<file path="src/hdl/slis_pkg.sv">
`timescale 1ns / 1ps
`default_nettype none

package slis_pkg;

   typedef enum logic {
      CMD_INSERT = 1'b0,
      CMD_SEARCH = 1'b1
   } cmd_type;

   typedef enum logic [1:0] {
      ST_INSERTED = 2'd0,
      ST_FOUND    = 2'd1,
      ST_MISSING  = 2'd2,
      ST_FULL     = 2'd3
   } status_type;

   typedef enum logic {
      FSM_IDLE   = 1'b0,
      FSM_UPDATE = 1'b1
   } fsm_type;

   typedef struct packed {
      cmd_type            cmd;
      logic signed [31:0] value;
   } req_type;

   typedef struct packed {
      status_type status;
      logic [3:0] position;
      logic [4:0] count;
   } rsp_type;

   // cell strobes from the sequencer, shared by all cells
   typedef struct packed {
      logic capture;
      logic shift;
   } cell_ctrl_type;

endpackage

`default_nettype wire

</file>
<file path="src/hdl/slis_cell.sv">
`timescale 1ns / 1ps
`default_nettype none

module slis_cell (
   input  wire                       clock,
   input  wire                       reset,
   input  slis_pkg::cell_ctrl_type   ctrl,
   input  wire                       holds,
   input  wire  signed [31:0]        probe,
   input  wire  signed [31:0]        key,
   input  wire  signed [31:0]        prev_value,
   input  wire                       prev_lt,
   output logic signed [31:0]        value,
   output logic                      lt,
   output logic                      eq
);

   logic signed [31:0] value_ff, value_in;
   logic               lt_ff, lt_in;
   logic               eq_ff, eq_in;

   always_comb begin
      lt_in = lt_ff;
      eq_in = eq_ff;
      if (ctrl.capture) begin
         lt_in = holds && (value_ff < probe);
         eq_in = holds && (value_ff == probe);
      end
   end

   // thermometer of lt flags: cells below the slot keep, the slot takes the key,
   // cells above take the neighbor's value
   always_comb begin
      value_in = value_ff;
      if (ctrl.shift && !lt_ff) begin
         if (prev_lt) begin
            value_in = key;
         end else begin
            value_in = prev_value;
         end
      end
   end

   always_ff @(posedge clock) begin
      if (reset) begin
         lt_ff <= 1'b0;
         eq_ff <= 1'b0;
      end else begin
         lt_ff <= lt_in;
         eq_ff <= eq_in;
      end
   end

   always_ff @(posedge clock) begin
      value_ff <= value_in;
   end

   assign value = value_ff;
   assign lt    = lt_ff;
   assign eq    = eq_ff;

`ifndef SYNTHESIS
   a_lt_thermo: assert property (@(posedge clock) disable iff (reset)
      lt_ff |-> prev_lt)
      else $error("lt flags not a thermometer");
   a_lt_eq_excl: assert property (@(posedge clock) disable iff (reset)
      ctrl.capture |=> !(lt_ff && eq_ff))
      else $error("cell both less and equal");
   a_hold_stable: assert property (@(posedge clock) disable iff (reset)
      !ctrl.shift |=> $stable(value_ff))
      else $error("cell value moved without shift");
`endif

endmodule

`default_nettype wire

</file>
<file path="src/hdl/sorted_list_insert_search_core.sv">
`timescale 1ns / 1ps
`default_nettype none

// Sorted insertion list: a row of DEPTH cells keeps signed 32-bit values ascending.
// Request channel (req_valid/req_ready/req_data): cmd insert or search plus value.
// Response channel (rsp_valid/rsp_ready/rsp_data): status, position, count; one
// response beat per request beat, in order.
// Each request is handled in two steps: in the accept cycle every cell compares its value
// against the request; in the update state the flags are encoded into a slot and, on
// an insert, every cell above the slot takes its lower neighbor's value at once.
// A new request is not taken until the update of the last one is done.
// Response appears in rsp_data the cycle after the update.
// Insert places the value before the first entry greater or equal; an insert into
// a full list is dropped with status full. A search reports the first match.
// Reset empties the list (count zero); no clearing pass.
// The response sits in an output register: a new request is taken while it waits;
// if rsp_ready stays low the next update holds until the register frees up.
module sorted_list_insert_search_core #(
   parameter int DEPTH = 16
) (
   input  wire                    clock,
   input  wire                    reset,
   input  wire                    req_valid,
   output logic                   req_ready,
   input  slis_pkg::req_type      req_data,
   output logic                   rsp_valid,
   input  wire                    rsp_ready,
   output slis_pkg::rsp_type      rsp_data
);

   localparam int IDX_W = $clog2(DEPTH);
   localparam int CNT_W = $clog2(DEPTH + 1);
   localparam int PW    = (IDX_W > 4) ? IDX_W : 4;
   localparam int CW    = (CNT_W > 5) ? CNT_W : 5;

   slis_pkg::fsm_type       state_ff, state_in;
   logic [CNT_W-1:0]        count_ff, count_in;
   slis_pkg::cmd_type       cmd_ff;
   logic signed [31:0]      key_ff;
   slis_pkg::rsp_type       rsp_ff, rsp_in;
   logic                    rsp_valid_ff, rsp_valid_in;

   slis_pkg::cell_ctrl_type ctrl;
   logic                    accept;
   logic                    finish;
   logic                    full;
   logic                    found;
   logic [IDX_W-1:0]        slot;
   logic [PW-1:0]           slot_ext;
   logic [CW-1:0]           count_ext;

   logic signed [31:0]      cell_value [DEPTH];
   logic [DEPTH-1:0]        cell_lt;
   logic [DEPTH-1:0]        cell_eq;

   // ---------------- sequencer ----------------
   always_comb begin
      state_in = state_ff;
      unique case (state_ff)
         slis_pkg::FSM_IDLE: begin
            if (req_valid) begin
               state_in = slis_pkg::FSM_UPDATE;
            end
         end
         slis_pkg::FSM_UPDATE: begin
            if (!rsp_valid_ff || rsp_ready) begin
               state_in = slis_pkg::FSM_IDLE;
            end
         end
         default: state_in = slis_pkg::FSM_IDLE;
      endcase
   end

   always_comb begin
      req_ready = 1'b0;
      finish    = 1'b0;
      unique case (state_ff)
         slis_pkg::FSM_IDLE:   req_ready = 1'b1;
         slis_pkg::FSM_UPDATE: finish    = !rsp_valid_ff || rsp_ready;
         default: begin
            req_ready = 1'b0;
            finish    = 1'b0;
         end
      endcase
   end

   assign accept       = req_valid && req_ready;
   assign full         = (count_ff == CNT_W'(DEPTH));
   assign ctrl.capture = accept;
   assign ctrl.shift   = finish && (cmd_ff == slis_pkg::CMD_INSERT) && !full;

   // ---------------- cell row ----------------
   for (genvar i = 0; i < DEPTH; i++) begin : g_cell
      logic signed [31:0] prev_value;
      logic               prev_lt;
      if (i == 0) begin : g_first
         assign prev_value = key_ff;
         assign prev_lt    = 1'b1;
      end else begin : g_rest
         assign prev_value = cell_value[i-1];
         assign prev_lt    = cell_lt[i-1];
      end

      slis_cell u_cell (
         .clock      (clock),
         .reset      (reset),
         .ctrl       (ctrl),
         .holds      (count_ff > CNT_W'(i)),
         .probe      (req_data.value),
         .key        (key_ff),
         .prev_value (prev_value),
         .prev_lt    (prev_lt),
         .value      (cell_value[i]),
         .lt         (cell_lt[i]),
         .eq         (cell_eq[i])
      );
   end

   // slot = edge of the lt thermometer; first match of a search lands on it too
   always_comb begin
      slot = '0;
      for (int i = 0; i < DEPTH; i++) begin
         if (!cell_lt[i] && ((i == 0) || cell_lt[(i == 0) ? 0 : i - 1])) begin
            slot = slot | IDX_W'(i);
         end
      end
   end

   assign found    = |cell_eq;
   assign slot_ext = PW'(slot);

   // ---------------- result ----------------
   always_comb begin
      count_in  = count_ff;
      rsp_in    = rsp_ff;
      count_ext = '0;
      if (finish) begin
         if (cmd_ff == slis_pkg::CMD_INSERT) begin
            if (full) begin
               rsp_in.status   = slis_pkg::ST_FULL;
               rsp_in.position = '0;
            end else begin
               count_in        = count_ff + CNT_W'(1);
               rsp_in.status   = slis_pkg::ST_INSERTED;
               rsp_in.position = slot_ext[3:0];
            end
         end else if (found) begin
            rsp_in.status   = slis_pkg::ST_FOUND;
            rsp_in.position = slot_ext[3:0];
         end else begin
            rsp_in.status   = slis_pkg::ST_MISSING;
            rsp_in.position = '0;
         end
         count_ext    = CW'(count_in);
         rsp_in.count = count_ext[4:0];
      end
   end

   always_comb begin
      rsp_valid_in = rsp_valid_ff;
      if (rsp_ready) begin
         rsp_valid_in = 1'b0;
      end
      if (finish) begin
         rsp_valid_in = 1'b1;
      end
   end

   always_ff @(posedge clock) begin
      if (reset) begin
         state_ff     <= slis_pkg::FSM_IDLE;
         count_ff     <= '0;
         rsp_valid_ff <= 1'b0;
      end else begin
         state_ff     <= state_in;
         count_ff     <= count_in;
         rsp_valid_ff <= rsp_valid_in;
      end
   end

   always_ff @(posedge clock) begin
      rsp_ff <= rsp_in;
      if (accept) begin
         cmd_ff <= req_data.cmd;
         key_ff <= req_data.value;
      end
   end

   assign rsp_valid = rsp_valid_ff;
   assign rsp_data  = rsp_ff;

`ifndef SYNTHESIS
   a_count_bound: assert property (@(posedge clock) disable iff (reset)
      count_ff <= CNT_W'(DEPTH))
      else $error("fill count beyond depth");
   a_count_hold: assert property (@(posedge clock) disable iff (reset)
      !ctrl.shift |=> $stable(count_ff))
      else $error("fill count moved without insert");
   a_one_item: assert property (@(posedge clock) disable iff (reset)
      accept |=> !req_ready)
      else $error("second request taken during update");
   a_found_edge: assert property (@(posedge clock) disable iff (reset)
      (finish && found) |-> $onehot(cell_eq & ~cell_lt & ({cell_lt[DEPTH-2:0], 1'b1})))
      else $error("match not at slot edge");
`endif

endmodule

`default_nettype wire

</file>
<file path="config.mk">
export PLATFORM = sky130hd
export DESIGN_NAME = sorted_list_insert_search_core
export DESIGN_NICKNAME = d
export VERILOG_FILES = /design/src/hdl/slis_pkg.sv /design/src/hdl/slis_cell.sv /design/src/hdl/sorted_list_insert_search_core.sv
export SDC_FILE = /design/constraint.sdc
export NUM_CORES = 1
export LEC_CHECK = 0
export BUFFER_PORTS_ARGS = -buffer_cell sky130_fd_sc_hd__buf_4
export CAP_MARGIN = 20
export CORE_MARGIN = 2
export CORE_UTILIZATION = 65
export DETAILED_ROUTE_END_ITERATION = 7
export PLACE_DENSITY = 0.87
export SLEW_MARGIN = 0
export SYNTH_ARGS = -nofsm -noshare
export SYNTH_HDL_FRONTEND = slang
export SYNTH_HIERARCHICAL = 1
export SYNTH_SLANG_ARGS = --single-unit
</file>
<file path="constraint.sdc">
create_clock -name clock -period 7.1 [get_ports clock]
set_input_delay 0.71 -clock clock [delete_from_list [all_inputs] [get_ports clock]]
set_output_delay 0.71 -clock clock [all_outputs]
set_load 0.1 [all_outputs]
</file>
==> results of run 1 <==
worst reg2reg max path, delay by kind of cell, from the launching register on:
kind / cells / cell delay, ns
adder cells (fa/ha/maj): 1 / 0.24
flip-flops: 1 / 0.53
AND/OR/NAND/NOR: 3 / 1.67
buffers and inverters: 2 / 0.53
registers in the layout, indices dropped and copies added (netlist names):
| signal | flops |
|---|---|
| state_ff | 1 |
| count_ff | 5 |
| rsp_valid | 1 |
| cmd_ff | 1 |
| g_cell.u_cell/lt | 16 |
| g_cell.u_cell/value | 512 |
| g_cell.prev_value | 32 |
| rsp_data | 11 |
| g_cell.u_cell/eq | 16 |
metal layers:
| metal | global-route usage | vias to the layer above | share of wire | wire (microns) |
|---|---|---|---|---|
| met5 | 0 | - | 0 | 0 |
| met4 | 0.114 | 0 | 0.036 | 3170 |
| met3 | 0.0477 | 215 | 0.066 | 5750 |
| met2 | 0.513 | 950 | 0.50 | 43700 |
| met1 | 0.360 | 12600 | 0.40 | 35000 |
| li1 | - | 12200 | - | - |
power breakdown:
group	switching [uW]	internal (uW)
registers	139	3990
logic	598	383
clock network	1390	2060
worst min-delay path by stage:
| stage | to | slack [ns] | cells after the start |
|---|---|---|---|
| after global placement | g_cell[12].u_cell/eq | 0.45 | 2 |
| after global routing | cmd_ff | 0.28 | 1 |
| after floorplan | g_cell[15].u_cell/eq | 0.43 | 2 |
| after detailed placement | g_cell[12].u_cell/eq | 0.46 | 2 |
| final | cmd_ff | 0.30 | 1 |
| after CTS | cmd_ff | 0.28 | 1 |
cell families (layout without fill, tap and decap cells):
| group | count (synthesis) | count (layout) | share of synthesized area |
|---|---|---|---|
| mux | 513 | 513 | 0.153 |
| xor+xnor | 4 | 4 | 0.000925 |
| other cells | 1 | 4 | 0.0000990 |
| buf+inv | 593 | 723 | 0.0591 |
| compound gates | 446 | 446 | 0.0717 |
| simple gates | 621 | 621 | 0.0833 |
| fa+ha+maj | 517 | 517 | 0.171 |
| flops | 595 | 595 | 0.462 |
placed cells by master (no fill, tap or decap), types with 17 or more instances in the layout:
| cell | synthesis | layout |
|---|---|---|
| sky130_fd_sc_hd__a21oi_1 | 226 | 226 |
| sky130_fd_sc_hd__ha_1 | 517 | 517 |
| sky130_fd_sc_hd__buf_4 | 0 | 77 |
| sky130_fd_sc_hd__nand4_1 | 115 | 115 |
| sky130_fd_sc_hd__inv_1 | 524 | 524 |
| sky130_fd_sc_hd__nand2_1 | 166 | 166 |
| sky130_fd_sc_hd__dfxtp_1 | 39 | 38 |
| sky130_fd_sc_hd__mux2_2 | 512 | 512 |
| sky130_fd_sc_hd__clkbuf_16 | 0 | 73 |
| sky130_fd_sc_hd__clkinv_1 | 1 | 18 |
| sky130_fd_sc_hd__nor2_1 | 104 | 104 |
| sky130_fd_sc_hd__nand3_1 | 67 | 67 |
| sky130_fd_sc_hd__or3_1 | 18 | 18 |
| sky130_fd_sc_hd__o21ai_0 | 66 | 66 |
| sky130_fd_sc_hd__a21oi_2 | 17 | 17 |
| sky130_fd_sc_hd__edfxtp_1 | 556 | 556 |
| sky130_fd_sc_hd__nand2b_1 | 22 | 22 |
| sky130_fd_sc_hd__nor4_1 | 33 | 33 |
| sky130_fd_sc_hd__o211ai_1 | 32 | 32 |
| sky130_fd_sc_hd__nor3_1 | 38 | 38 |
| sky130_fd_sc_hd__nor2b_1 | 35 | 18 |
per-stage QoR:
step	util	power [uW]	hold slack (ns)	instance area, sq um
floorplan	-	4800	0.435	37900
global placement	0.679	5080	0.450	39200
detailed placement	0.679	5140	0.456	39200
CTS	0.717	8590	0.275	41400
global route	0.717	8860	0.285	41400
finish	0.717	8570	0.305	41400
cell type report:
| cell class | count | area share |
|---|---|---|
| multi-input cells | 2102 | 0.440 |
| inverters | 525 | 0.0476 |
| diodes | 3 | 0.000181 |
| clock inverters | 30 | 0.00620 |
| flip-flops and latches | 595 | 0.422 |
| clock buffers | 91 | 0.0463 |
| well taps | 765 | 0.0231 |
| repair buffers | 77 | 0.0140 |
==> flow_summary.ini, run 1 <==
[worst_setup_path]
worst_setup_path_end = g_cell[9].u_cell/value[5]
worst_setup_path_startpoint = count_ff[0]
arrival_ns = 3.58
timing.reg2reg.worst_path_depth = 6
path_depth = 6
critical_path.slowest_cell = sky130_fd_sc_hd__nor2b_2
crit_required_ns = 7.39
worst_r2r_endpoint = g_cell[9].u_cell/value[5]
cp-start-kind = register
cp_max_fo = 18
cp_top_family = simple AND/OR/NAND/NOR gates
rr_startpoint = count_ff[0]
worst_path_largest_cell_delay_ns = 0.82
rrSetupSlack_ns = 3.80
critical_path_class = reg -> reg
path_cells = inv_1 -> ha_1 -> nor4bb_4 -> nor3_4 -> nor2b_2 -> buf_4
critical_path_buf_inv_count = 2
crit_path_end_kind = register

[pwr]
ir_worst_vdd_mv = 0.169
total_leakage_power_uw = 0.0172
power_density_mw_per_mm2 = 207

[worst_hold_path]
hold_path_startpoint = req_data[32]
classification_of_the_worst_slack_hold_path = in -> reg

[logic_synthesis]
synthesized_nets = 3844
synth_cell_area_sq_mm = 0.0379
synthesis.instances = 3290
synth-seq-cells = 595
library_cell_with_the_largest_summed_area_after_synthesis = sky130_fd_sc_hd__edfxtp_1
post_synth.cell_area_avg_sq_um = 11.5
ys_dominant_reg_cell = sky130_fd_sc_hd__edfxtp_1
ys_warn_count = 6
ys_top_cells_by_count = sky130_fd_sc_hd__edfxtp_1, sky130_fd_sc_hd__inv_1, sky130_fd_sc_hd__ha_1, sky130_fd_sc_hd__mux2_2, sky130_fd_sc_hd__a21oi_1
netlist-cell-type-count = 46
synth-edff-count = 556
fraction_of_the_yosys_area_taken_by_sequential_cells = 0.462
post_synth_main_area_contributors = sky130_fd_sc_hd__edfxtp_1, sky130_fd_sc_hd__ha_1, sky130_fd_sc_hd__mux2_2
synth_top_cell_area_share = 0.441
post-synth-top-count-cell = sky130_fd_sc_hd__edfxtp_1
synth_async_sr_flop_share = 0

[layout]
layout-drive-gt1-share = 0.211
fillCellCount = 3733
regArea_sq_mm = 0.0175
syn_to_final_growth_pct = 9.29
area_used_by_multi_input_combinational_logic_sq_mm = 0.0182
layout.cells.non_filler = 4188
layout.nets = 3921

[route]
viasPerCell = 6.20
dr.first_iter.drc_count = 2458
postRouteWirelength_microns = 87600
drt-pass1-iter-count = 5
remaining_number_of_nets_flagged_by_the_antenna_check_after_routing = 0
dr_total_vias = 26000
average_wire_per_standard_cell_microns = 20.9
drc = 0

[sta]
fmax_ghz = 0.303
post-route-period-util = 0.464
grt_setup_unrepaired = false
max_slew.worst_pin.slew_ns = 1.11
finalHoldViolations = 0
finalMaxSlewViolations = 0
finalClockSkew_ns = 0.0187
timing.final.crit_period_ns = 3.30
finalSetupTns_ns = 0
finalWorstSetupSlack_ns = 3.80
maxSlewHeadroom = 0.261
setup-violations-final = 0

[global_route]
grt_first_pass_wirelength_microns = 139000
overflow = 0
antenna_found_initial = 5
maximum_number_of_pins_on_one_net_before_global_route_repair = 82
via_count_of_the_first_global_routing_pass = 26700
track_usage = 0.292

[clock_tree]
clock_sinks = 595
max-clock-path-buffers = 3
clk_root_buffer_cell = sky130_fd_sc_hd__clkbuf_16
cts-resized-gates = 0
clock_latency_ns = 0.61
tritoncts = built
cts_hold_repair.buffers = 0
total_cts_buffers = 66
htree_levels = 3
post_cts_buffers = 0
worst_setup_hold_path_clk_slew_ns = 0.06

[run]
timing.max_cap.violations = 0

[floorplanning]
die_width_microns = 245
io-pin-count = 50
num_rows = 88
dieHeight_microns = 245
floorplan.initialDensity = 0.656
core_area_sq_mm = 0.0577
fp.dieArea_sq_mm = 0.0602

[run_status]
status = finished, final reports clean

[placed_design]
placedCellCount = 4064
port_buffers = 49
gp_routability_congestion = 0.900
place_ws_ns = 3.91
place_hpwl_microns = 63500
(Power assumes the default switching activity.)
==> run 2, diff against run 1 <==
Settings changed: CORE_UTILIZATION 65 to 58, PLACE_DENSITY 0.87 to 0.82.
Clock period 7.1 ns to 2.9 ns, I/O delays scaled along.
==> flow_summary.ini, run 2 (synthesized netlist as in run 1, its figures left out) <==
[clock_tree]
worst_setup_hold_path_clk_slew_ns = 0.06
clock_latency_ns = 0.64
clk_root_buffer_cell = sky130_fd_sc_hd__clkbuf_16
clock_sinks = 595
cts-resized-gates = 0
cts_hold_repair.buffers = 2
max-clock-path-buffers = 3
total_cts_buffers = 61
post_cts_buffers = 0
htree_levels = 2
tritoncts = built

[layout]
final_common_cell = sky130_fd_sc_hd__edfxtp_1
largest_register_ff_count = 512
layout_common_cells = sky130_fd_sc_hd__edfxtp_1, sky130_fd_sc_hd__inv_1, sky130_fd_sc_hd__ha_1, sky130_fd_sc_hd__mux2_2, sky130_fd_sc_hd__a21oi_1
layout.nets = 3939
syn_to_final_growth_pct = 9.53
layout-drive-gt1-share = 0.211
layout.cells.non_filler = 4293

[worst_setup_path]
crit_path_end_kind = register
crit_required_ns = 3.22
cp-start-kind = register
worst_setup_path_startpoint = count_ff[0]
arrival_ns = 2.80
rr_startpoint = count_ff[0]
cp_max_fo = 32
critical_path_class = reg -> reg

[placed_design]
gp_routability_congestion = 0.907
port_buffers = 49
place_hpwl_microns = 65300
place_ws_ns = 0.419
placedCellCount = 4175

[sta]
finalMaxSlewViolations = 0
finalWorstSetupSlack_ns = 0.427
post-route-period-util = 0.853
max_slew.worst_pin.slew_ns = 0.988
finalClockSkew_ns = 0.0185
grt_setup_unrepaired = false
maxSlewHeadroom = 0.336
fmax_ghz = 0.404
finalHoldViolations = 0
holdWs_ns = 0.0453
finalSetupTns_ns = 0
setup-violations-final = 0
timing.final.crit_period_ns = 2.47

[global_route]
grt_first_pass_wirelength_microns = 136000
maximum_number_of_pins_on_one_net_before_global_route_repair = 82
overflow = 0
globalRouteMet3Util = 0.0381
met2_usage_grt = 0.424
grt_most_used_layer = met2
global_route.usage.met1 = 0.338
via_count_of_the_first_global_routing_pass = 25800
antenna_found_initial = 3
track_usage = 0.255

[pwr]
power_density_mw_per_mm2 = 477
finalPower_uw = 19800
total_leakage_power_uw = 0.0172
ir_worst_vdd_mv = 0.539

[route]
drt-pass1-iter-count = 5
dr_total_vias = 25600
remaining_number_of_nets_flagged_by_the_antenna_check_after_routing = 0
dr.first_iter.drc_count = 2042
average_wire_per_standard_cell_microns = 20.0
drc = 0
viasPerCell = 5.97
postRouteWirelength_microns = 85700

[worst_hold_path]
hold_path_startpoint = req_data[21]
classification_of_the_worst_slack_hold_path = in -> reg

[floorplanning]
fp.dieArea_sq_mm = 0.0673
floorplan.initialDensity = 0.587
core_area_sq_mm = 0.0645
die_width_microns = 260
num_rows = 93
dieHeight_microns = 260
io-pin-count = 50

[run_status]
status = finished, final reports clean

[run]
timing.max_cap.violations = 0
[run 2: through the flow]
stage | instance area [sq um] | utilization
after floorplan | 37900 | -
after global placement | 39700 | 0.615
after detailed placement | 39700 | 0.615
after CTS | 41500 | 0.643
after global routing | 41500 | 0.643
final | 41500 | 0.643
[run 2: layer usage]
layer / wire (microns) / share of wire
met5: 0 / 0
met4: 3160 / 0.037
met3: 5500 / 0.064
met2: 40300 / 0.47
met1: 36700 / 0.43
[run 2: final timing paths]
check	slack (ns)	end	depth (start not counted)
worst min register to register	0.47	g_cell[12].u_cell/eq	2
worst max register to register	0.43	g_cell[9].u_cell/value[10]	7
worst max-delay path	0.43	g_cell[9].u_cell/value[10]	7
worst min-delay path	0.05	g_cell[0].prev_value[21]	1
[run 2: area by class of cell]
| class | instances | area (sq um) |
|---|---|---|
| clock buffers | 87 | 1670 |
| diodes | 3 | 7.51 |
| multi-input cells | 2102 | 18200 |
| clock inverters | 26 | 113 |
| inverters | 525 | 1970 |
| well taps | 855 | 1070 |
| repair buffers | 100 | 943 |
| flip-flops and latches | 595 | 17500 |
| fillers | 4812 | 23000 |
[run 2: power by group]
part           leakage [uW]  internal [uW]  switching, uW
Sequential          0.00543           9770            331
Clock              0.000867           3960           3280
Combinational        0.0109            978           1450
[run 2: critical path: stages (launching register included)]
cell	delay, ns
sky130_fd_sc_hd__dfxtp_1	0.54
sky130_fd_sc_hd__inv_1	0.16
sky130_fd_sc_hd__ha_1	0.28
sky130_fd_sc_hd__nor4bb_4	0.20
sky130_fd_sc_hd__nor3_4	0.19
sky130_fd_sc_hd__buf_4	0.29
sky130_fd_sc_hd__nor2b_2	0.26
sky130_fd_sc_hd__buf_12	0.23
==> run 3, diff against run 2 <==
Settings changed: CORE_UTILIZATION 58 to 43, PLACE_DENSITY 0.82 to 0.65.
==> flow_summary.ini, run 3 (synthesized netlist as in run 1, its figures left out) <==
[run_status]
status = finished, final reports clean

[worst_setup_path]
crit_path_end_kind = register
crit_required_ns = 3.19
critical_path_buf_inv_count = 3
arrival_ns = 2.72
cp_top_family = buffers and inverters
rrSetupSlack_ns = 0.47
worst_path_largest_cell_delay_ns = 0.56
path_cells = inv_1 -> ha_1 -> nor4bb_4 -> nor3_4 -> buf_4 -> nor2b_4 -> buf_4
timing.reg2reg.worst_path_depth = 7
worst_r2r_endpoint = g_cell[1].u_cell/value[4]
cp_max_fo = 18
cp-start-kind = register
critical_path.slowest_cell = sky130_fd_sc_hd__dfxtp_1
critical_path_class = reg -> reg
rr_startpoint = count_ff[0]
critPathMostFrequentCell = sky130_fd_sc_hd__buf_4

[sta]
maxSlewHeadroom = 0.394
post-route-period-util = 0.839
grt_setup_unrepaired = false
setup-violations-final = 0
max_slew.worst_pin.slew_ns = 0.910
finalClockSkew_ns = 0.0228
timing.final.crit_period_ns = 2.43
finalSetupTns_ns = 0
fmax_ghz = 0.411
finalMaxSlewViolations = 0
finalHoldViolations = 0

[pwr]
ir_worst_vdd_mv = 0.378
finalPower_uw = 21000
power_density_mw_per_mm2 = 497
total_leakage_power_uw = 0.0174

[worst_hold_path]
hold_path_startpoint = req_data[20]
hold_end = g_cell[0].prev_value[20]
classification_of_the_worst_slack_hold_path = in -> reg
worstHoldPathCells = 1

[layout]
final_common_cell = sky130_fd_sc_hd__edfxtp_1
layout.nets = 3957
largest_register_ff_count = 512
syn_to_final_growth_pct = 11.8
layout-drive-gt1-share = 0.221
fin_area_sq_mm = 0.0424
layout_common_cells = sky130_fd_sc_hd__edfxtp_1, sky130_fd_sc_hd__inv_1, sky130_fd_sc_hd__ha_1, sky130_fd_sc_hd__mux2_2, sky130_fd_sc_hd__a21oi_1
insertedDiodeCount = 0

[floorplanning]
io-pin-count = 50
num_rows = 108
floorplan.initialDensity = 0.435
core_area_sq_mm = 0.0870
fp.dieArea_sq_mm = 0.0904
die_width_microns = 301
dieHeight_microns = 301

[route]
highest-signal-layer = met4
drc = 0
drt-pass1-iter-count = 5
remaining_number_of_nets_flagged_by_the_antenna_check_after_routing = 0
dr.first_iter.drc_count = 1360
dr_total_vias = 25000
average_wire_per_standard_cell_microns = 18.4
viasPerCell = 5.43
met2WireLength_microns = 39900
met1Wirelength_microns = 39000
postRouteWirelength_microns = 84900
met3_wirelength_microns = 3630

[clock_tree]
clock_sinks = 595
post_cts_buffers = 0
cts-resized-gates = 0
worst_setup_hold_path_clk_slew_ns = 0.06
clock_latency_ns = 0.61
tritoncts = built
max-clock-path-buffers = 3
total_cts_buffers = 69
clk_root_buffer_cell = sky130_fd_sc_hd__clkbuf_16
htree_levels = 3

[global_route]
maximum_number_of_pins_on_one_net_before_global_route_repair = 82
track_usage = 0.188
grt_first_pass_wirelength_microns = 135000
antenna_found_initial = 1
via_count_of_the_first_global_routing_pass = 25100
overflow = 0

[placed_design]
port_buffers = 49
gp_routability_congestion = 0.883
place_hpwl_microns = 66500
placed_area_sq_mm = 0.0401

[run]
timing.max_cap.violations = 0
==> run 3: cell count changes in the layout (fill, tap and decap cells not counted), sizes merged <==
cell,change
inv,+2
diode,-3
clkinv,-11
clkbuf,+20
clkinvlp,+1
bufinv,+3
buf,+10
==> run 3: cell type report <==
type	count	area [sq um]
Clock inverter	21	200
Clock buffer	107	2000
Tap cell	1155	1450
Sequential cell	595	17500
Fill cell	7767	44700
Inverter	525	1970
Multi-Input combinational cell	2102	18300
Timing Repair Buffer	110	981
==> run 3: how the worst max path moves through the flow <==
stage               depth (start not counted)                        from  slack (ns)                   endpoint
finish                                      7                 count_ff[0]        0.47  g_cell[1].u_cell/value[4]
global route                                7                 count_ff[0]        0.36  g_cell[5].u_cell/value[4]
CTS                                         7  g_cell[4].u_cell/value[14]        0.48        g_cell[4].u_cell/lt
detailed placement                          9                req_data[14]        0.27        g_cell[3].u_cell/lt
global placement                            9                req_data[14]        0.28        g_cell[4].u_cell/lt
floorplan                                   6                    state_ff        0.05        g_cell[0].u_cell/lt
==> run 3: report_power, final <==
part / total (uW) / internal [uW] / switching [uW] / leakage (uW)
clock network: 8550 / 5040 / 3520 / 0.00108
logic: 2390 / 972 / 1420 / 0.0109
registers: 10100 / 9770 / 319 / 0.00543
==> run 3: metal layers <==
| layer | vias up | track usage |
|---|---|---|
| met3 | 136 | 0.0310 |
| met1 | 12200 | 0.250 |
| met2 | 440 | 0.315 |
| met4 | 0 | 0.0551 |
| li1 | 12200 | - |
| met5 | - | 0 |
==> run 3: repair_timing <==
item                                   CTS  global route
hold buffers                             2             0
setup endpoints to repair                0             0
endpoints found under the hold margin    2             0
==> run 3: worst reg2reg max path, delay by kind of cell, from the launching register on <==
kind                       cells  cell delay [ns]
buffers and inverters          3             0.71
DFF                            1             0.56
and+or+nand+nor                3             0.59
adders and majority gates      1             0.25
==> run 3: through the flow <==
step                hold WS (ns)  setup WS [ns]  std cells   util
floorplan                  0.355         0.0453       3290      -
global placement           0.456          0.281       4485  0.461
detailed placement         0.460          0.266       4485  0.461
CTS                       0.0339          0.482       4615  0.487
global route              0.0467          0.361       4615  0.487
finish                    0.0791          0.467       4615  0.487
